===== src/rtl/core/bdid_pkg.sv =====
// ----------------------------------------------------------------------------
// bdid_pkg: shared types and constants of the beacon drone ID parser
// Record kinds, record and push structures, frame layout constants.
// ----------------------------------------------------------------------------
package bdid_pkg;

    // defaults for the top-level parameters
    localparam int MAX_ID_CHARS_DEF    = 20;
    localparam int MAX_FRAME_BYTES_DEF = 4096;

    localparam logic [23:0] VENDOR_OUI_RST = 24'h6a5c35;

    // frame layout
    localparam logic [7:0]  FC_BEACON     = 8'h80;
    localparam logic [7:0]  IE_VENDOR     = 8'hdd;
    localparam int          FIRST_ELEMENT = 36;
    localparam int          TLV_OFFSET    = 9;
    localparam logic [47:0] NAN_ADDR      = 48'h516f9a010000;

    // TLV types inside the drone element
    localparam logic [7:0] TLV_ID  = 8'd1;
    localparam logic [7:0] TLV_LOC = 8'd4;
    localparam logic [7:0] TLV_ALT = 8'd5;
    localparam logic [7:0] TLV_HGT = 8'd6;
    localparam logic [7:0] TLV_SPD = 8'd7;
    localparam logic [7:0] TLV_HDG = 8'd8;

    // record queue
    localparam int OUT_DEPTH = 4;
    localparam int OUT_PTR_W = $clog2(OUT_DEPTH);
    localparam int OUT_CNT_W = $clog2(OUT_DEPTH + 1);

    typedef enum logic [2:0] {
        KIND_ID   = 3'd0,
        KIND_LAT  = 3'd1,
        KIND_LON  = 3'd2,
        KIND_ALT  = 3'd3,
        KIND_HGT  = 3'd4,
        KIND_SPD  = 3'd5,
        KIND_HDG  = 3'd6,
        KIND_DONE = 3'd7
    } t_kind;

    typedef struct packed {
        t_kind        kind;
        logic [31:0]  value;
        logic [4:0]   char_index;
        logic [47:0]  source_mac;
        logic         drone_found;
        logic         last;
    } t_record;

    // up to two records per byte; slot a always fills first
    typedef struct packed {
        logic    a_vld;
        logic    b_vld;
        t_record a;
        t_record b;
    } t_push;

endpackage


===== src/rtl/core/bdid_parse.sv =====
// ----------------------------------------------------------------------------
// bdid_parse: per-byte frame walker
// Tracks frame position, element chain and TLVs; pushes decoded records.
// ----------------------------------------------------------------------------
module bdid_parse
    import bdid_pkg::*;
#(
    parameter int MAX_ID_CHARS    = MAX_ID_CHARS_DEF,
    parameter int MAX_FRAME_BYTES = MAX_FRAME_BYTES_DEF
) (
    input  logic        i_clk,
    input  logic        i_rst_n,
    input  logic        i_adv,
    input  logic [7:0]  i_byte,
    input  logic        i_last,
    input  logic        i_mgmt,
    input  logic [23:0] i_oui,
    output t_push       o_push
);

    localparam int POS_W = $clog2(MAX_FRAME_BYTES + 1);
    localparam int EXT_W = $clog2(MAX_FRAME_BYTES + 257);
    localparam logic [8:0] ID_LIM = 9'(MAX_ID_CHARS);

    typedef enum logic [1:0] {
        PH_TYPE,
        PH_LEN,
        PH_VAL
    } t_phase;

    logic [POS_W-1:0] r_pos,     n_pos;
    logic [EXT_W-1:0] r_nes,     n_nes;
    logic [EXT_W-1:0] r_limit,   n_limit;
    logic [EXT_W-1:0] r_nts,     n_nts;
    logic             r_rej,     n_rej;
    logic             r_nan_eq,  n_nan_eq;
    logic             r_matched, n_matched;
    logic             r_inside,  n_inside;
    logic [39:0]      r_hist,    n_hist;
    logic [4:0]       r_smask,   n_smask;
    logic [7:0]       r_type,    n_type;
    logic [7:0]       r_tlen,    n_tlen;
    logic [7:0]       r_k,       n_k;
    logic [31:0]      r_acc,     n_acc;
    logic [47:0]      r_mac,     n_mac;
    logic             r_id_stop, n_id_stop;
    t_phase           r_phase,   n_phase;

    logic             is_start;
    logic [EXT_W-1:0] p_ext;
    logic [EXT_W-1:0] elem_start;
    logic             data_vld;
    t_record          data_rec;
    t_record          done_rec;

    assign p_ext      = EXT_W'(r_pos);
    assign elem_start = p_ext - EXT_W'(4);

    always_comb begin
        n_pos     = r_pos;
        n_nes     = r_nes;
        n_limit   = r_limit;
        n_nts     = r_nts;
        n_rej     = r_rej;
        n_nan_eq  = r_nan_eq;
        n_matched = r_matched;
        n_inside  = r_inside;
        n_hist    = r_hist;
        n_smask   = r_smask;
        n_type    = r_type;
        n_tlen    = r_tlen;
        n_k       = r_k;
        n_acc     = r_acc;
        n_mac     = r_mac;
        n_id_stop = r_id_stop;
        n_phase   = r_phase;
        is_start  = 1'b0;
        data_vld  = 1'b0;
        data_rec  = '0;

        if (r_pos < POS_W'(MAX_FRAME_BYTES)) begin
            n_pos = r_pos + POS_W'(1);

            // header checks: beacon, management, not a NAN frame
            if (r_pos == '0 && (i_byte != FC_BEACON || !i_mgmt)) begin
                n_rej = 1'b1;
            end
            for (int j = 0; j < 6; j++) begin
                if (r_pos == POS_W'(4 + j) && i_byte != NAN_ADDR[8*(5-j) +: 8]) begin
                    n_nan_eq = 1'b0;
                end
                if (r_pos == POS_W'(10 + j)) begin
                    n_mac[8*(5-j) +: 8] = i_byte;
                end
            end
            if (r_pos == POS_W'(9) && n_nan_eq) begin
                n_rej = 1'b1;
            end

            if (!n_rej) begin
                if (!r_matched) begin
                    // element chain walk with a five byte look-back
                    is_start = (p_ext == r_nes);
                    n_hist   = {r_hist[31:0], i_byte};
                    n_smask  = {r_smask[3:0], is_start};
                    if (n_smask[1]) begin
                        n_nes = p_ext + EXT_W'(i_byte) + EXT_W'(1);
                    end
                    if (n_smask[4] && n_hist[39:32] == IE_VENDOR
                            && n_hist[23:0] == i_oui) begin
                        n_matched = 1'b1;
                        n_inside  = 1'b1;
                        n_limit   = elem_start + EXT_W'(n_hist[31:24]);
                        n_nts     = elem_start + EXT_W'(TLV_OFFSET);
                        n_phase   = PH_TYPE;
                    end
                end else if (r_inside) begin
                    case (r_phase)
                        PH_TYPE: begin
                            if (p_ext == r_nts) begin
                                if (p_ext < r_limit) begin
                                    n_type  = i_byte;
                                    n_phase = PH_LEN;
                                end else begin
                                    n_inside = 1'b0;
                                end
                            end
                        end
                        PH_LEN: begin
                            n_tlen    = i_byte;
                            n_nts     = p_ext + EXT_W'(i_byte) + EXT_W'(1);
                            n_phase   = (i_byte != 8'd0) ? PH_VAL : PH_TYPE;
                            n_id_stop = 1'b0;
                            n_acc     = '0;
                            n_k       = '0;
                        end
                        PH_VAL: begin
                            n_acc = {r_acc[23:0], i_byte};
                            n_k   = r_k + 8'd1;
                            case (r_type)
                                TLV_ID: begin
                                    if (i_byte == 8'd0) begin
                                        n_id_stop = 1'b1;
                                    end
                                    if (!n_id_stop && 9'(r_k) < ID_LIM) begin
                                        data_vld            = 1'b1;
                                        data_rec.kind       = KIND_ID;
                                        data_rec.value      = 32'(i_byte);
                                        data_rec.char_index = r_k[4:0];
                                    end
                                end
                                TLV_LOC: begin
                                    if (r_k == 8'd3) begin
                                        data_vld       = 1'b1;
                                        data_rec.kind  = KIND_LAT;
                                        data_rec.value = n_acc;
                                    end
                                    if (r_k == 8'd7) begin
                                        data_vld       = 1'b1;
                                        data_rec.kind  = KIND_LON;
                                        data_rec.value = n_acc;
                                    end
                                end
                                TLV_ALT: begin
                                    if (r_k == 8'd1) begin
                                        data_vld       = 1'b1;
                                        data_rec.kind  = KIND_ALT;
                                        data_rec.value = {{16{n_acc[15]}}, n_acc[15:0]};
                                    end
                                end
                                TLV_HGT: begin
                                    if (r_k == 8'd1) begin
                                        data_vld       = 1'b1;
                                        data_rec.kind  = KIND_HGT;
                                        data_rec.value = {{16{n_acc[15]}}, n_acc[15:0]};
                                    end
                                end
                                TLV_SPD: begin
                                    if (r_k == 8'd0) begin
                                        data_vld       = 1'b1;
                                        data_rec.kind  = KIND_SPD;
                                        data_rec.value = 32'(i_byte);
                                    end
                                end
                                TLV_HDG: begin
                                    if (r_k == 8'd1) begin
                                        data_vld       = 1'b1;
                                        data_rec.kind  = KIND_HDG;
                                        data_rec.value = {16'd0, n_acc[15:0]};
                                    end
                                end
                                default: begin
                                end
                            endcase
                            if (9'(r_k) + 9'd1 >= 9'(r_tlen)) begin
                                n_phase = PH_TYPE;
                            end
                        end
                        default: begin
                            n_phase = PH_TYPE;
                        end
                    endcase
                end
            end
        end

        done_rec             = '0;
        done_rec.kind        = KIND_DONE;
        done_rec.source_mac  = n_mac;
        done_rec.drone_found = n_matched && !n_rej;
        done_rec.last        = 1'b1;

        // end of frame: back to the idle frame state
        if (i_last) begin
            n_pos     = '0;
            n_nes     = EXT_W'(FIRST_ELEMENT);
            n_limit   = '0;
            n_nts     = '0;
            n_rej     = 1'b0;
            n_nan_eq  = 1'b1;
            n_matched = 1'b0;
            n_inside  = 1'b0;
            n_hist    = '0;
            n_smask   = '0;
            n_type    = '0;
            n_tlen    = '0;
            n_k       = '0;
            n_acc     = '0;
            n_mac     = '0;
            n_id_stop = 1'b0;
            n_phase   = PH_TYPE;
        end
    end

    always_comb begin
        o_push = '0;
        if (i_adv) begin
            if (data_vld) begin
                o_push.a_vld = 1'b1;
                o_push.a     = data_rec;
                o_push.b_vld = i_last;
                o_push.b     = done_rec;
            end else begin
                o_push.a_vld = i_last;
                o_push.a     = done_rec;
            end
        end
    end

    always_ff @(posedge i_clk) begin
        if (!i_rst_n) begin
            r_pos     <= '0;
            r_nes     <= EXT_W'(FIRST_ELEMENT);
            r_limit   <= '0;
            r_nts     <= '0;
            r_rej     <= 1'b0;
            r_nan_eq  <= 1'b1;
            r_matched <= 1'b0;
            r_inside  <= 1'b0;
            r_hist    <= '0;
            r_smask   <= '0;
            r_type    <= '0;
            r_tlen    <= '0;
            r_k       <= '0;
            r_acc     <= '0;
            r_mac     <= '0;
            r_id_stop <= 1'b0;
            r_phase   <= PH_TYPE;
        end else if (i_adv) begin
            r_pos     <= n_pos;
            r_nes     <= n_nes;
            r_limit   <= n_limit;
            r_nts     <= n_nts;
            r_rej     <= n_rej;
            r_nan_eq  <= n_nan_eq;
            r_matched <= n_matched;
            r_inside  <= n_inside;
            r_hist    <= n_hist;
            r_smask   <= n_smask;
            r_type    <= n_type;
            r_tlen    <= n_tlen;
            r_k       <= n_k;
            r_acc     <= n_acc;
            r_mac     <= n_mac;
            r_id_stop <= n_id_stop;
            r_phase   <= n_phase;
        end
    end

    // frame done always closes the pair of records pushed in one cycle
    a_done_second: assert property (@(posedge i_clk) disable iff (!i_rst_n)
        o_push.b_vld |-> (o_push.a_vld && o_push.b.kind == KIND_DONE))
        else $error("second record of a byte is not frame done");

    // TLV walk only runs inside a matched element
    a_inside_matched: assert property (@(posedge i_clk) disable iff (!i_rst_n)
        r_inside |-> r_matched)
        else $error("TLV walk active without a matched element");

endmodule


===== src/rtl/core/bdid_rec_fifo.sv =====
// ----------------------------------------------------------------------------
// bdid_rec_fifo: small record queue
// Takes up to two records a cycle, hands out one per output transfer.
// ----------------------------------------------------------------------------
module bdid_rec_fifo
    import bdid_pkg::*;
(
    input  logic    i_clk,
    input  logic    i_rst_n,
    input  t_push   i_push,
    input  logic    i_stall,
    output logic    o_vld,
    output t_record o_rec,
    output logic    o_room2
);

    t_record              r_mem [OUT_DEPTH];
    logic [OUT_PTR_W-1:0] r_wr_ptr;
    logic [OUT_PTR_W-1:0] r_rd_ptr;
    logic [OUT_CNT_W-1:0] r_count;

    logic                 pop;
    logic [OUT_CNT_W-1:0] push_n;
    logic [OUT_PTR_W-1:0] wr_ptr_1;

    assign o_vld    = (r_count != '0);
    assign o_rec    = r_mem[r_rd_ptr];
    assign o_room2  = (r_count <= OUT_CNT_W'(OUT_DEPTH - 2));
    assign pop      = o_vld && !i_stall;
    assign push_n   = OUT_CNT_W'(i_push.a_vld) + OUT_CNT_W'(i_push.b_vld);
    assign wr_ptr_1 = r_wr_ptr + OUT_PTR_W'(1);

    always_ff @(posedge i_clk) begin
        if (i_push.a_vld) begin
            r_mem[r_wr_ptr] <= i_push.a;
        end
        if (i_push.b_vld) begin
            r_mem[wr_ptr_1] <= i_push.b;
        end
    end

    always_ff @(posedge i_clk) begin
        if (!i_rst_n) begin
            r_wr_ptr <= '0;
            r_rd_ptr <= '0;
            r_count  <= '0;
        end else begin
            r_wr_ptr <= r_wr_ptr + OUT_PTR_W'(push_n);
            if (pop) begin
                r_rd_ptr <= r_rd_ptr + OUT_PTR_W'(1);
            end
            r_count <= r_count + push_n - OUT_CNT_W'(pop);
        end
    end

    a_no_overflow: assert property (@(posedge i_clk) disable iff (!i_rst_n)
        (4'(r_count) + 4'(push_n)) <= 4'(OUT_DEPTH))
        else $error("record queue overflow");

    a_slot_order: assert property (@(posedge i_clk) disable iff (!i_rst_n)
        i_push.b_vld |-> i_push.a_vld)
        else $error("second slot pushed without the first");

endmodule


===== src/rtl/core/beacon_drone_id_parser_top.sv =====
// ----------------------------------------------------------------------------
// beacon_drone_id_parser_top: beacon drone ID element parser
// Byte-stream parser for drone ID vendor elements in received beacons.
// ----------------------------------------------------------------------------
// The block takes a received management frame one byte per transfer, from
// the first frame control byte on, and emits one record per decoded drone
// field (ID characters, latitude, longitude, altitude, height, speed,
// heading) as soon as the field's last byte has arrived, followed on the
// final byte of each frame by a frame done record with the transmitter
// address and a found flag. Only beacons that are not NAN frames are parsed,
// and only the first vendor element whose OUI equals the configured value.
// Throughput is one frame byte per clock while the record queue has room
// for two records. A byte goes from the input register through one pass
// of parse logic into a four-entry record queue that registers its records.
// A byte can yield two records (a field and frame done), and the input is
// stalled only while fewer than two queue entries are free, so a steady
// stall on the output side is what holds the input back.
// The OUI register may be written only while no frame bytes are in flight.
// ----------------------------------------------------------------------------
module beacon_drone_id_parser_top
    import bdid_pkg::*;
#(
    parameter int MAX_ID_CHARS    = MAX_ID_CHARS_DEF,
    parameter int MAX_FRAME_BYTES = MAX_FRAME_BYTES_DEF
) (
    input  logic               i_clk,
    input  logic               i_rst_n,

    // configuration: vendor OUI, first byte in bits 23..16
    input  logic               i_cfg_we,
    input  logic [23:0]        i_cfg_wdata,

    // frame byte input
    input  logic               i_in_valid,
    output logic               o_in_stall,
    input  logic [7:0]         i_frame_byte,
    input  logic               i_frame_last,
    input  logic               i_frame_is_mgmt,

    // record output
    output logic               o_out_valid,
    input  logic               i_out_stall,
    output logic [2:0]         o_record_kind,
    output logic signed [31:0] o_record_value,
    output logic [4:0]         o_char_index,
    output logic [47:0]        o_source_mac,
    output logic               o_drone_found,
    output logic               o_record_last
);

    logic [23:0] r_oui;

    // input register
    logic        r_in_vld;
    logic [7:0]  r_in_byte;
    logic        r_in_last;
    logic        r_in_mgmt;

    logic        adv;
    logic        in_xfer;
    logic        room2;
    t_push       push;
    t_record     out_rec;

    // the held byte moves on when the queue can take two records
    assign adv        = r_in_vld && room2;
    assign o_in_stall = r_in_vld && !room2;
    assign in_xfer    = i_in_valid && !o_in_stall;

    always_ff @(posedge i_clk) begin
        if (!i_rst_n) begin
            r_oui <= VENDOR_OUI_RST;
        end else if (i_cfg_we) begin
            r_oui <= i_cfg_wdata;
        end
    end

    always_ff @(posedge i_clk) begin
        if (!i_rst_n) begin
            r_in_vld <= 1'b0;
        end else if (in_xfer) begin
            r_in_vld <= 1'b1;
        end else if (adv) begin
            r_in_vld <= 1'b0;
        end
    end

    always_ff @(posedge i_clk) begin
        if (in_xfer) begin
            r_in_byte <= i_frame_byte;
            r_in_last <= i_frame_last;
            r_in_mgmt <= i_frame_is_mgmt;
        end
    end

    bdid_parse #(
        .MAX_ID_CHARS    (MAX_ID_CHARS),
        .MAX_FRAME_BYTES (MAX_FRAME_BYTES)
    ) u_parse (
        .i_clk   (i_clk),
        .i_rst_n (i_rst_n),
        .i_adv   (adv),
        .i_byte  (r_in_byte),
        .i_last  (r_in_last),
        .i_mgmt  (r_in_mgmt),
        .i_oui   (r_oui),
        .o_push  (push)
    );

    bdid_rec_fifo u_fifo (
        .i_clk   (i_clk),
        .i_rst_n (i_rst_n),
        .i_push  (push),
        .i_stall (i_out_stall),
        .o_vld   (o_out_valid),
        .o_rec   (out_rec),
        .o_room2 (room2)
    );

    assign o_record_kind  = out_rec.kind;
    assign o_record_value = out_rec.value;
    assign o_char_index   = out_rec.char_index;
    assign o_source_mac   = out_rec.source_mac;
    assign o_drone_found  = out_rec.drone_found;
    assign o_record_last  = out_rec.last;

    // a stall is only raised while a byte is held in the input register
    a_stall_held: assert property (@(posedge i_clk) disable iff (!i_rst_n)
        o_in_stall |-> r_in_vld)
        else $error("input stalled with the input register empty");

    a_last_is_done: assert property (@(posedge i_clk) disable iff (!i_rst_n)
        o_out_valid |-> (o_record_last == (o_record_kind == KIND_DONE)))
        else $error("record_last does not match a frame done record");

    a_index_only_id: assert property (@(posedge i_clk) disable iff (!i_rst_n)
        (o_out_valid && o_record_kind != KIND_ID) |-> (o_char_index == 5'd0))
        else $error("char index set on a non-ID record");

endmodule


===== config.mk =====
export PLATFORM = sky130hd
export DESIGN_NAME = beacon_drone_id_parser_top
export DESIGN_NICKNAME = d
export VERILOG_FILES = /design/src/rtl/core/bdid_pkg.sv /design/src/rtl/core/bdid_parse.sv /design/src/rtl/core/bdid_rec_fifo.sv /design/src/rtl/core/beacon_drone_id_parser_top.sv
export SDC_FILE = /design/constraint.sdc
export NUM_CORES = 1
export LEC_CHECK = 0
export ABC_CLOCK_PERIOD_IN_PS = 4480
export BUFFER_PORTS_ARGS = -buffer_cell sky130_fd_sc_hd__buf_2
export CELL_PAD_IN_SITES_DETAIL_PLACEMENT = 2
export CELL_PAD_IN_SITES_GLOBAL_PLACEMENT = 2
export CORE_MARGIN = 4
export CORE_UTILIZATION = 37
export DETAILED_ROUTE_END_ITERATION = 16
export PLACE_DENSITY = 0.8
export SLEW_MARGIN = 20
export SYNTH_ARGS = -nofsm -noshare
export SYNTH_HDL_FRONTEND = slang
export SYNTH_SLANG_ARGS = --single-unit

===== constraint.sdc =====
create_clock -name i_clk -period 4.48 [get_ports i_clk]
set_clock_uncertainty 0.2 [all_clocks]
set_input_delay 0.448 -clock i_clk [delete_from_list [all_inputs] [get_ports i_clk]]
set_output_delay 0.448 -clock i_clk [all_outputs]
set_load 0.02 [all_outputs]

# Word-level counts from Yosys, hierarchy flattened
# Memory sizes are Yosys's and may differ from the RTL's. A register that Yosys moved wholly into a read port is not among the register bits.
# Cells that the tools add are included.
totals:
  reg_bits: 233
  ram_bits: 360
  output_inout_bits: 92
  word_cells: 290
  mem_count: 1
memory_table:
  columns: ["memory", "depth", "width", "rd", "rd_clocked_by_memory_dff", "wr", "line", "source"]
  rows:
  - ["u_fifo.r_mem", 4, 90, 1, 1, 2, "bdid_rec_fifo.sv:17", "t_record r_mem [OUT_DEPTH];"]
op_classes:
  n_addsub: 14
  n_lt_le_gt_ge: 5
  eq_ne: 40
  muxes: 152
  n_reduce_logical: 53
ops:
  columns: ["op", "n"]
  rows:
  - ["13-bit two-way mux", 20]
  - ["35-bit one-hot mux with 6 select lines", 1]
  - ["40-bit two-way mux", 5]
  - ["8-bit two-way mux", 25]
  - ["182-bit two-way mux", 1]
  - ["90-bit two-way mux", 2]
  - ["32-bit two-way mux", 4]
  - ["24-bit two-way mux", 5]
  - ["35-bit two-way mux", 3]
  - ["13-bit by 4-bit equality test with 1-bit output (second input constant)", 8]
  - ["48-bit two-way mux", 2]
  - ["34-bit two-way mux", 2]
  - ["1-bit two-way mux", 59]
  - ["13-bit by 3-bit equality test with 1-bit output (second input constant)", 4]
  - ["24-bit one-hot mux with 2 select lines", 1]
  - ["8-bit by 3-bit equality test with 1-bit output (second input constant)", 5]
  - ["33-bit two-way mux", 1]
  - ["13-bit by 1-bit adder with 13-bit output (second input constant)", 2]
  - ["13-bit by 8-bit adder with 13-bit output", 2]
  - ["13-bit equality test", 2]
  - ["24-bit equality test", 1]
  - ["2-bit two-way mux", 12]
  - ["2-bit nonzero test", 10]
  - ["6-bit AND reduction", 3]
  - ["other kinds (46)", 84]

# Longest topological paths before layout
# Gate-level depths: netlist of the first run.
depth:
  depth_word: 28
  ltp_mapped: 17
  mapped_depth_nobuf: 15

# Cells and area by module
# From an unflattened synthesis of the first run, not the netlist that was laid out.
unflattened:
  hier_cells: 2596
  area_unflattened_um2: 31565.3
by_module_without_submodules:
  columns: ["module", "instances", "cells_per_inst", "area_each_um2", "seq_area_each_um2"]
  rows:
  - ["bdid_rec_fifo", 1, 923, 18092.4, 10990.5]
  - ["bdid_parse", 1, 1581, 12234.2, 3823.7]
  - ["beacon_drone_id_parser_top", 1, 92, 1238.7, 800.8]

# Worst setup path after synthesis of the first run
# No wires, ideal clock.
synth_timing:
  kind: "flip-flop to flip-flop"
  from: "register u_parse.r_pos[2] (netlist: u_parse.p_ext[2])"
  to: "memory u_fifo.r_mem[1][0] (netlist name), enable pin"
  setup_ns: 0.407
  arrival_ns: 3.676
  setup_slack_ns: 0.196
  stages_incl_launch_ff: 14
  period_less_slack_ns: 4.284
  path_cell_list: "dfxtp_1 clkbuf_1 inv_1 ha_1 nand3b_1 nor4_1 a2111oi_2 o21ai_2 buf_4 o31ai_1 nand3_1 buf_4 buf_4 inv_1"
synth_rtl:
  columns: ["item", "line", "source"]
  rows:
  - ["start: declaration", "bdid_parse.sv:31", "logic [POS_W-1:0] r_pos, n_pos;"]
  - ["start signal: assignment", "bdid_parse.sv:270", "r_pos <= n_pos;"]
  - ["end: declaration", "bdid_rec_fifo.sv:17", null]

# Final worst setup path of the first run
layout_timing:
  from: "register u_parse.r_pos[4] (netlist: u_parse.p_ext[4])"
  to: "register u_fifo.r_count[2]"
layout_between:
  elab_chain_len: 19
layout_rtl:
  columns: ["item", "line", "source"]
  rows:
  - ["13-bit by 3-bit equality test with 1-bit output", "bdid_parse.sv:89", "if (r_pos == POS_W'(4 + j) && i_byte != NAN_ADDR[8*(5-j) +: 8]) begin"]
  - ["1-bit logical AND", "bdid_parse.sv:89", null]
  - ["1-bit two-way mux (6 in a row)", "bdid_parse.sv:89", null]
  - ["1-bit two-way mux", "bdid_parse.sv:81", "if (r_pos < POS_W'(MAX_FRAME_BYTES)) begin"]
  - ["1-bit logical AND", "bdid_parse.sv:96", "if (r_pos == POS_W'(9) && n_nan_eq) begin"]
  - ["1-bit two-way mux", "bdid_parse.sv:96", null]
  - ["1-bit two-way mux", "bdid_parse.sv:81", null]
  - ["1-bit two-way mux", "bdid_parse.sv:100", "if (!n_rej) begin"]
  - ["1-bit two-way mux (*)", "bdid_parse.sv:81", null]
  - ["1-bit two-way mux", "bdid_parse.sv:238", "if (data_vld) begin"]
  - ["182-bit two-way mux (*)", "bdid_parse.sv:237", "if (i_adv) begin"]
  - ["1-bit by 1-bit adder with 2-bit output (*)", "bdid_rec_fifo.sv:30", "assign push_n = OUT_CNT_W'(i_push.a_vld) + OUT_CNT_W'(i_push.b_vld);"]
  - ["3-bit adder (*)", "bdid_rec_fifo.sv:52", "r_count <= r_count + push_n - OUT_CNT_W'(pop);"]
  - ["3-bit by 1-bit subtractor with 3-bit output (*)", "bdid_rec_fifo.sv:52", null]
  - ["end signal: assignment", "bdid_rec_fifo.sv:52", null]
  - ["end: declaration", "bdid_rec_fifo.sv:20", "logic [OUT_CNT_W-1:0] r_count;"]
# Mark *: on every way between the ends. The rest lies on a longest branch, timed or not. The select of a mux whose other input is x is not followed.
# A chain may end at the register's enable or synchronous reset.

==> impl_metrics.toml, run 1 <==
[setup_path]
worstPathCellList = "or4_1 -> or3_4 -> a211o_1 -> o21ai_2 -> o21ai_2 -> and2_1 -> ha_1 -> ha_1 -> inv_1 -> fa_1 -> xor2_1 -> xnor2_1 -> and2_1"
cpMaxStageDelayCell = "or4_1"
cp-end-kind = "flop"
r2r-end = "u_fifo.r_count[2]$_SDFF_PN0_"
r2r_cells = 13
timing.rr.start = "u_parse.p_ext[4]$_SDFFE_PN0P_"
rrSetupSlack_ps = 350
critPathMaxFanout = 11
path_class = "reg2reg"
crit_required_ps = 4790
worst_setup_path_start_kind = "flop"
critPathArrivalTime_ps = 4440
max_stage_delay_ps = 560

[logic_synthesis]
netlist_area_um2 = 27360
yosysSeqAreaShare_pct = 51.65
synth-seq-cells = 595
synth-main-ff-cell = "dfxtp_1"
synth_area_leader_cell = "dfxtp_1"
syn_inst = 2517
yosys_warnings = 0
avgSynthCellArea_um2 = 10.87
synthArstFlopShare_pct = 0
synth.most_common_cell = "dfxtp_1"
yosys-top-cells-area = "dfxtp_1 27%, edfxtp_1 24%, mux4_2 7.4%, nor2_1 4.0%, mux2i_1 2.9%"
yosysTopAreaCellShare_pct = 27.29
synthTopCellsByCount = "373 x dfxtp_1, 295 x nor2_1, 222 x edfxtp_1, 155 x nand2_1, 129 x nand3_1"
syn_nets = 2611
synth_edf_count = 222
synthDistinctLibCells = 88

[layout]
area_growth_pct = 16.44
nFillCells = 7435
drive_gt1_share_pct = 17.33
antenna_cells = 0
stdcell_count = 3659
final_nets = 2738

[power_and_ir_drop]
p_int_mw = 9.895
p_clk_share_pct = 42.9
power_density_nw_per_um2 = 430.3
comb_power_share_pct = 14.4
p_sw_mw = 3.816
leakage_nw = 11.33
ir_drop_mv = 0.2895
p_seq_share_pct = 42.8
p_sw_share_pct = 27.83

[timing]
finalCritPeriodShare_pct = 92.20
fmax_ghz = 0.2421
worst_pin_slew_ps = 1048
period_needed_ps = 4130
setup_tns_ps = 0
setup_viol = 0
slew_headroom_pct = 29.78
hold_violations = 0
rsz0062_at_grt = "false"
worst_slack_ps = 349.5
drv_slew = 0
whs_ps = 93.10

[die]
num_rows = 99
start_util_pct = 37.44
design.portCount = 131
core_area_um2 = 73080
fp.dieW_um = 279.9
die_y_um = 279.9
die_area_um2 = 78370

[run]
maxCapViolations = 0

[clock_tree]
cts_tree = "built"
cts_setup_buffers = 0
post_cts_resize_count = 0
ctsHoldBuffers = 35
clk_pin_slew_ps = 60
htree_levels = 3
cts_sinks = 595
clk_path_buf_depth = 3
cts_buffers = 69
clk_latency_ps = 640
cts_root_buf = "clkbuf_16"

[placement]
dp_hpwl_um = 66100
place_inst = 3497
gp_congestion = 0.8724
pre_cts_ws_ps = 425.1
io_buffers = 130

[global_route]
groute.usage.overall_pct = 25.38
grt-busiest-layer = "met2"
grt_overflow = 0
grt_use_met3_pct = 3.534
grt_first_pass_wirelength_um = 153300
grt_pass1_vias = 24240
use_met2_pct = 46.09
antenna_found_initial = 0
grt_max_degree = 97
use_met1_pct = 30.84

[routing]
first_pass_iters = 7
dr_total_vias = 21570
ant_nets = 0
wirelength_um = 100900
drc = 0
drt_iter0_drc = 1694
routed_via_density = 5.895
wl_per_cell_um = 27.57

[min_path]
hold-path-endpoint = "u_parse.r_nts[8]$_SDFFE_PN0P_"
hold_class = "in2reg"
min-delay-start = "i_rst_n"
min_path_cells = 3

[status]
status = "finished, final reports clean"
==> kinds of logic after synthesis <==
family / share of synthesized area [%]
flip-flops: 51.65
AND/OR/NAND/NOR: 14.49
AO/OA/AOI/OAI: 13.79
adder cells (fa/ha/maj): 2.597
multiplexers: 10.38
buffers and inverters: 3.727
XOR/XNOR: 3.361
==> worst max-delay path by stage <==
stage | startpoint | end | slack, ps | cells after the start
after floorplan | u_parse.p_ext[2]$_SDFFE_PN0P_ | u_fifo.r_mem[1][0]$_DFFE_PP_ | 200 | 13
after global placement | u_parse.p_ext[4]$_SDFFE_PN0P_ | u_fifo.r_count[2]$_SDFF_PN0_ | 460 | 13
after detailed placement | u_parse.p_ext[4]$_SDFFE_PN0P_ | u_fifo.r_count[2]$_SDFF_PN0_ | 430 | 13
after CTS | u_parse.p_ext[4]$_SDFFE_PN0P_ | u_fifo.r_count[2]$_SDFF_PN0_ | 310 | 13
after global routing | r_in_byte[1]$_DFFE_PP_ | u_fifo.r_count[2]$_SDFF_PN0_ | 80 | 13
final | u_parse.p_ext[4]$_SDFFE_PN0P_ | u_fifo.r_count[2]$_SDFF_PN0_ | 350 | 13
==> flip-flops by register name, indices dropped and copies added (netlist names), 2 cells and up, named ones only <==
register	flops
u_parse.r_nes	13
u_parse.r_acc	24
r_oui	24
u_fifo.r_mem	360
r_in_byte	8
u_parse.r_mac	48
u_fifo.r_rd_ptr	2
u_parse.r_hist	32
u_parse.r_k	8
u_parse.r_smask	4
u_parse.r_type	8
u_parse.r_limit	13
u_parse.r_nts	13
u_fifo.r_wr_ptr	2
u_parse.r_tlen	8
u_parse.p_ext	13
u_parse.r_phase	2
u_fifo.r_count	3
==> worst max-delay path: cells and delay by family, from the launching register on <==
kind | cells | cell delay, ps
buf+inv | 1 | 60
simple gates | 4 | 1340
xor+xnor | 2 | 300
compound gates | 3 | 900
fa+ha+maj | 3 | 880
flops | 1 | 310
==> routing by layer <==
layer	vias up	wire length, um
met1	11300	41200
met4	0	3150
met3	186	4523
met2	590	52010
li1	9496	-
met5	-	0
==> placed cells by master, fill, tap and decap left out, drive strengths merged, types with 54 or more instances in the layout <==
master | synthesis | layout
nand2 | 155 | 155
nor2 | 296 | 296
o21ai | 105 | 105
buf | 77 | 204
o2bb2ai | 79 | 79
clkbuf | 106 | 95
edfxtp | 222 | 222
nor2b | 77 | 77
mux2i | 78 | 78
a21oi | 89 | 89
dfxtp | 373 | 373
mux4 | 90 | 90
xor2 | 54 | 54
inv | 60 | 66
nand3 | 131 | 131
==> cell type report <==
cell class                      count  area [um^2]  area share, %
Sequential cell                   595        14140          44.38
Multi-Input combinational cell   1678        12270          38.50
Clock buffer                       95         1909          5.993
Timing Repair Buffer              239         1700          5.337
Tap cell                          959         1200          3.766
Clock inverter                     32        415.4          1.304
Inverter                           61        229.0         0.7186
==> power groups by stage <==
stage               logic [mW]  registers (mW)  clock network, mW
global placement          1.90            5.97                  0
finish                    1.97            5.86               5.88
detailed placement        1.95            5.98                  0
CTS                       1.99            5.87               5.97
global route              2.09            5.88               6.23
floorplan                 1.36            5.84                  0
==> stage by stage <==
| stage | cell area, um^2 | util, % | total power [mW] |
|---|---|---|---|
| after CTS | 31860 | 43.60 | 13.83 |
| after detailed placement | 29190 | 39.94 | 7.933 |
| final | 31860 | 43.60 | 13.71 |
| after floorplan | 27360 | - | 7.197 |
| after global placement | 29190 | 39.94 | 7.870 |
| after global routing | 31860 | 43.60 | 14.20 |
(Power assumes the default switching activity.)
==> run 2: changes to the inputs <==
ABC_CLOCK_PERIOD_IN_PS = 3600   (was 4480)
clock period = 3.6 ns   (was 4.48 ns; I/O delays follow)
==> run 2 against run 1 <==
Total power is 25% higher. Critical path depth is 2 higher. Non-clock buffer count is 78 higher. Combinational power is 37% higher. Die area stayed put. First-iteration DRC count is 3.7% higher. Count of clock-buffer cells in the layout is 4 higher. Critical endpoint unchanged. Routed wire length is 7.4% higher. Largest power group is now registers. The flow now finishes with violations (setup timing). Utilization is 1.3 points higher. Final area is 2.9% higher.
==> impl_metrics.toml, run 2 (synthesis gave the netlist of run 1 again) <==
[timing]
setup_tns_ps = -243.1
worst_pin_slew_ps = 999.0
fmax_ghz = 0.2639
setup_viol = 3
finalCritPeriodShare_pct = 105.3
rsz0062_at_grt = "true"
period_needed_ps = 3790
drv_slew = 0
slew_headroom_pct = 33.15
worst_slack_ps = -189.8
hold_violations = 0

[routing]
wl_per_cell_um = 29.04
routed_via_density = 5.972
drc = 0
wirelength_um = 108300
ant_nets = 0
dr_total_vias = 22280
first_pass_iters = 7
drt_iter0_drc = 1756

[power_and_ir_drop]
power_mw = 17.18
p_sw_mw = 4.818
p_sw_share_pct = 28.05
p_seq_share_pct = 42.4
ir_drop_mv = 0.3470
power_density_nw_per_um2 = 523.8
comb_power_share_pct = 15.7
leakage_nw = 11.79
p_int_mw = 12.36
p_clk_share_pct = 41.9

[clock_tree]
htree_levels = 3
cts_sinks = 595
clk_pin_slew_ps = 60
clk_latency_ps = 630
cts_buffers = 67
clk_path_buf_depth = 3
cts_root_buf = "clkbuf_16"
cts_tree = "built"

[global_route]
grt_use_met3_pct = 2.942
groute.usage.overall_pct = 26.36
grt-busiest-layer = "met2"
grt_first_pass_wirelength_um = 159000
use_met2_pct = 47.62
use_met1_pct = 31.95
grt_max_degree = 76
grt_pass1_vias = 24700
antenna_found_initial = 1
grt_overflow = 0

[setup_path]
max_stage_delay_ps = 430
crit_required_ps = 3970
critPathArrivalTime_ps = 4160
cp-end-kind = "flop"
cpMaxStageDelayCell = "edfxtp_1"
path_class = "reg2reg"
crit_buf_inv = 3
worstPathCellList = "buf_4 -> nor4_4 -> buf_4 -> a41oi_1 -> a2111o_1 -> o21ai_4 -> o21ai_2 -> and2_4 -> ha_4 -> ha_4 -> inv_2 -> fa_2 -> xor2_2 -> xnor2_1 -> and2_4"
worst_setup_path_start_kind = "flop"
critPathMaxFanout = 4
worst_path_dominant_cell_family = "compound AO/OA/AOI/OAI gates"

[status]
failed_checks = "setup timing"
status = "finished with violations"

[die]
start_util_pct = 37.44
die_y_um = 279.9
num_rows = 99
die_area_um2 = 78370
fp.dieW_um = 279.9
core_area_um2 = 73080
design.portCount = 131

[layout]
regArea_um2 = 14140
layout_common_cells = "369 x dfxtp_1, 292 x nor2_1, 222 x edfxtp_1, 155 x nand2_1, 129 x buf_2"
final_nets = 2814
multi_input_area_um2 = 12490
nFillCells = 7400
area_growth_pct = 19.85
largest_register_ff_count = 360
final_common_cell = "dfxtp_1"
reg.largest.list = "u_fifo.r_mem (360), u_parse.r_mac (48), u_parse.r_hist (32)"
drive_gt1_share_pct = 20.46
top_register = "u_fifo.r_mem"

[placement]
dp_hpwl_um = 67970
gp_congestion = 0.8643
io_buffers = 130

[min_path]
hold_class = "in2reg"

[run]
maxCapViolations = 0
## run 2: changes by cell type in the layout (fill, tap and decap cells not counted), moves of 5 or more
cell / before / now
buf_4: 63 / 124
buf_12: 11 / 19
clkbuf_16: 70 / 76
clkinv_2: 12 / 6
buf_6: 1 / 6
## run 2: cell type report
cell class,instances,area share (%)
clock buffers,99,6.173
multi-input cells,1678,38.08
diodes,1,0.007631
repair buffers,317,7.501
well taps,959,3.659
clock inverters,21,0.7288
flip-flops and latches,595,43.13
inverters,61,0.7211
## run 2: repair_timing
| action | 4_1_cts | 5_1_grt |
|---|---|---|
| resized for setup | 17 | 19 |
| buffers inserted | 3 | 11 |
| pin swaps | 5 | 12 |
| hold buffers | 36 | 0 |
| gates cloned | 0 | 3 |
| hold endpoints to repair | 57 | 0 |
| setup endpoints to repair | 126 | 89 |
## run 2: worst paths after layout
| path | startpoint | end | slack [ps] | depth (start not counted) |
|---|---|---|---|---|
| setup reg to reg | r_in_byte[1]$_DFFE_PP_ | u_fifo.r_count[2]$_SDFF_PN0_ | -190 | 15 |
| setup / recovery | r_in_byte[1]$_DFFE_PP_ | u_fifo.r_count[2]$_SDFF_PN0_ | -190 | 15 |
| hold reg to reg | u_fifo.r_mem[0][58]$_SDFFE_PP0P_ | u_fifo.r_mem[0][58]$_SDFFE_PP0P_ | 260 | 1 |
| hold / removal | i_out_stall | u_fifo.r_rd_ptr[0]$_SDFFE_PN0P_ | 180 | 5 |
## run 2: power groups by stage
stage | Sequential [mW] | Clock, mW | Combinational, mW
4_1_cts | 7.28 | 7.27 | 2.64
6_report | 7.28 | 7.19 | 2.70
3_3_place_gp | 7.40 | 0 | 2.50
2_1_floorplan | 7.26 | 0 | 1.70
5_1_grt | 7.30 | 7.57 | 2.83
3_5_place_dp | 7.42 | 0 | 2.57
## run 2: metal layers
metal	vias up	wire [um]
met1	11680	43880
met2	718	55210
met3	238	4357
li1	9647	-
met4	0	4891
met5	-	0
## run 2: worst min-delay path, stage by stage
cell,delay [ps]
buf_2,80
nor2b_1,40
buf_4,160
xor2_1,170
and2_1,140
## run 2: metrics by stage
step                      hold WS (ps)  utilization (%)  setup WS, ps  cells  area (um^2)
after detailed placement         241.3            40.77        -67.31   3558        29800
after global routing             172.1            44.87        -248.0   3730        32790
after floorplan                  222.7                -        -64.49   2517        27460
after CTS                        149.3            44.53         9.166   3717        32550
after global placement           240.3            40.77         68.49   3558        29800
final                            181.2            44.87        -189.8   3731        32790
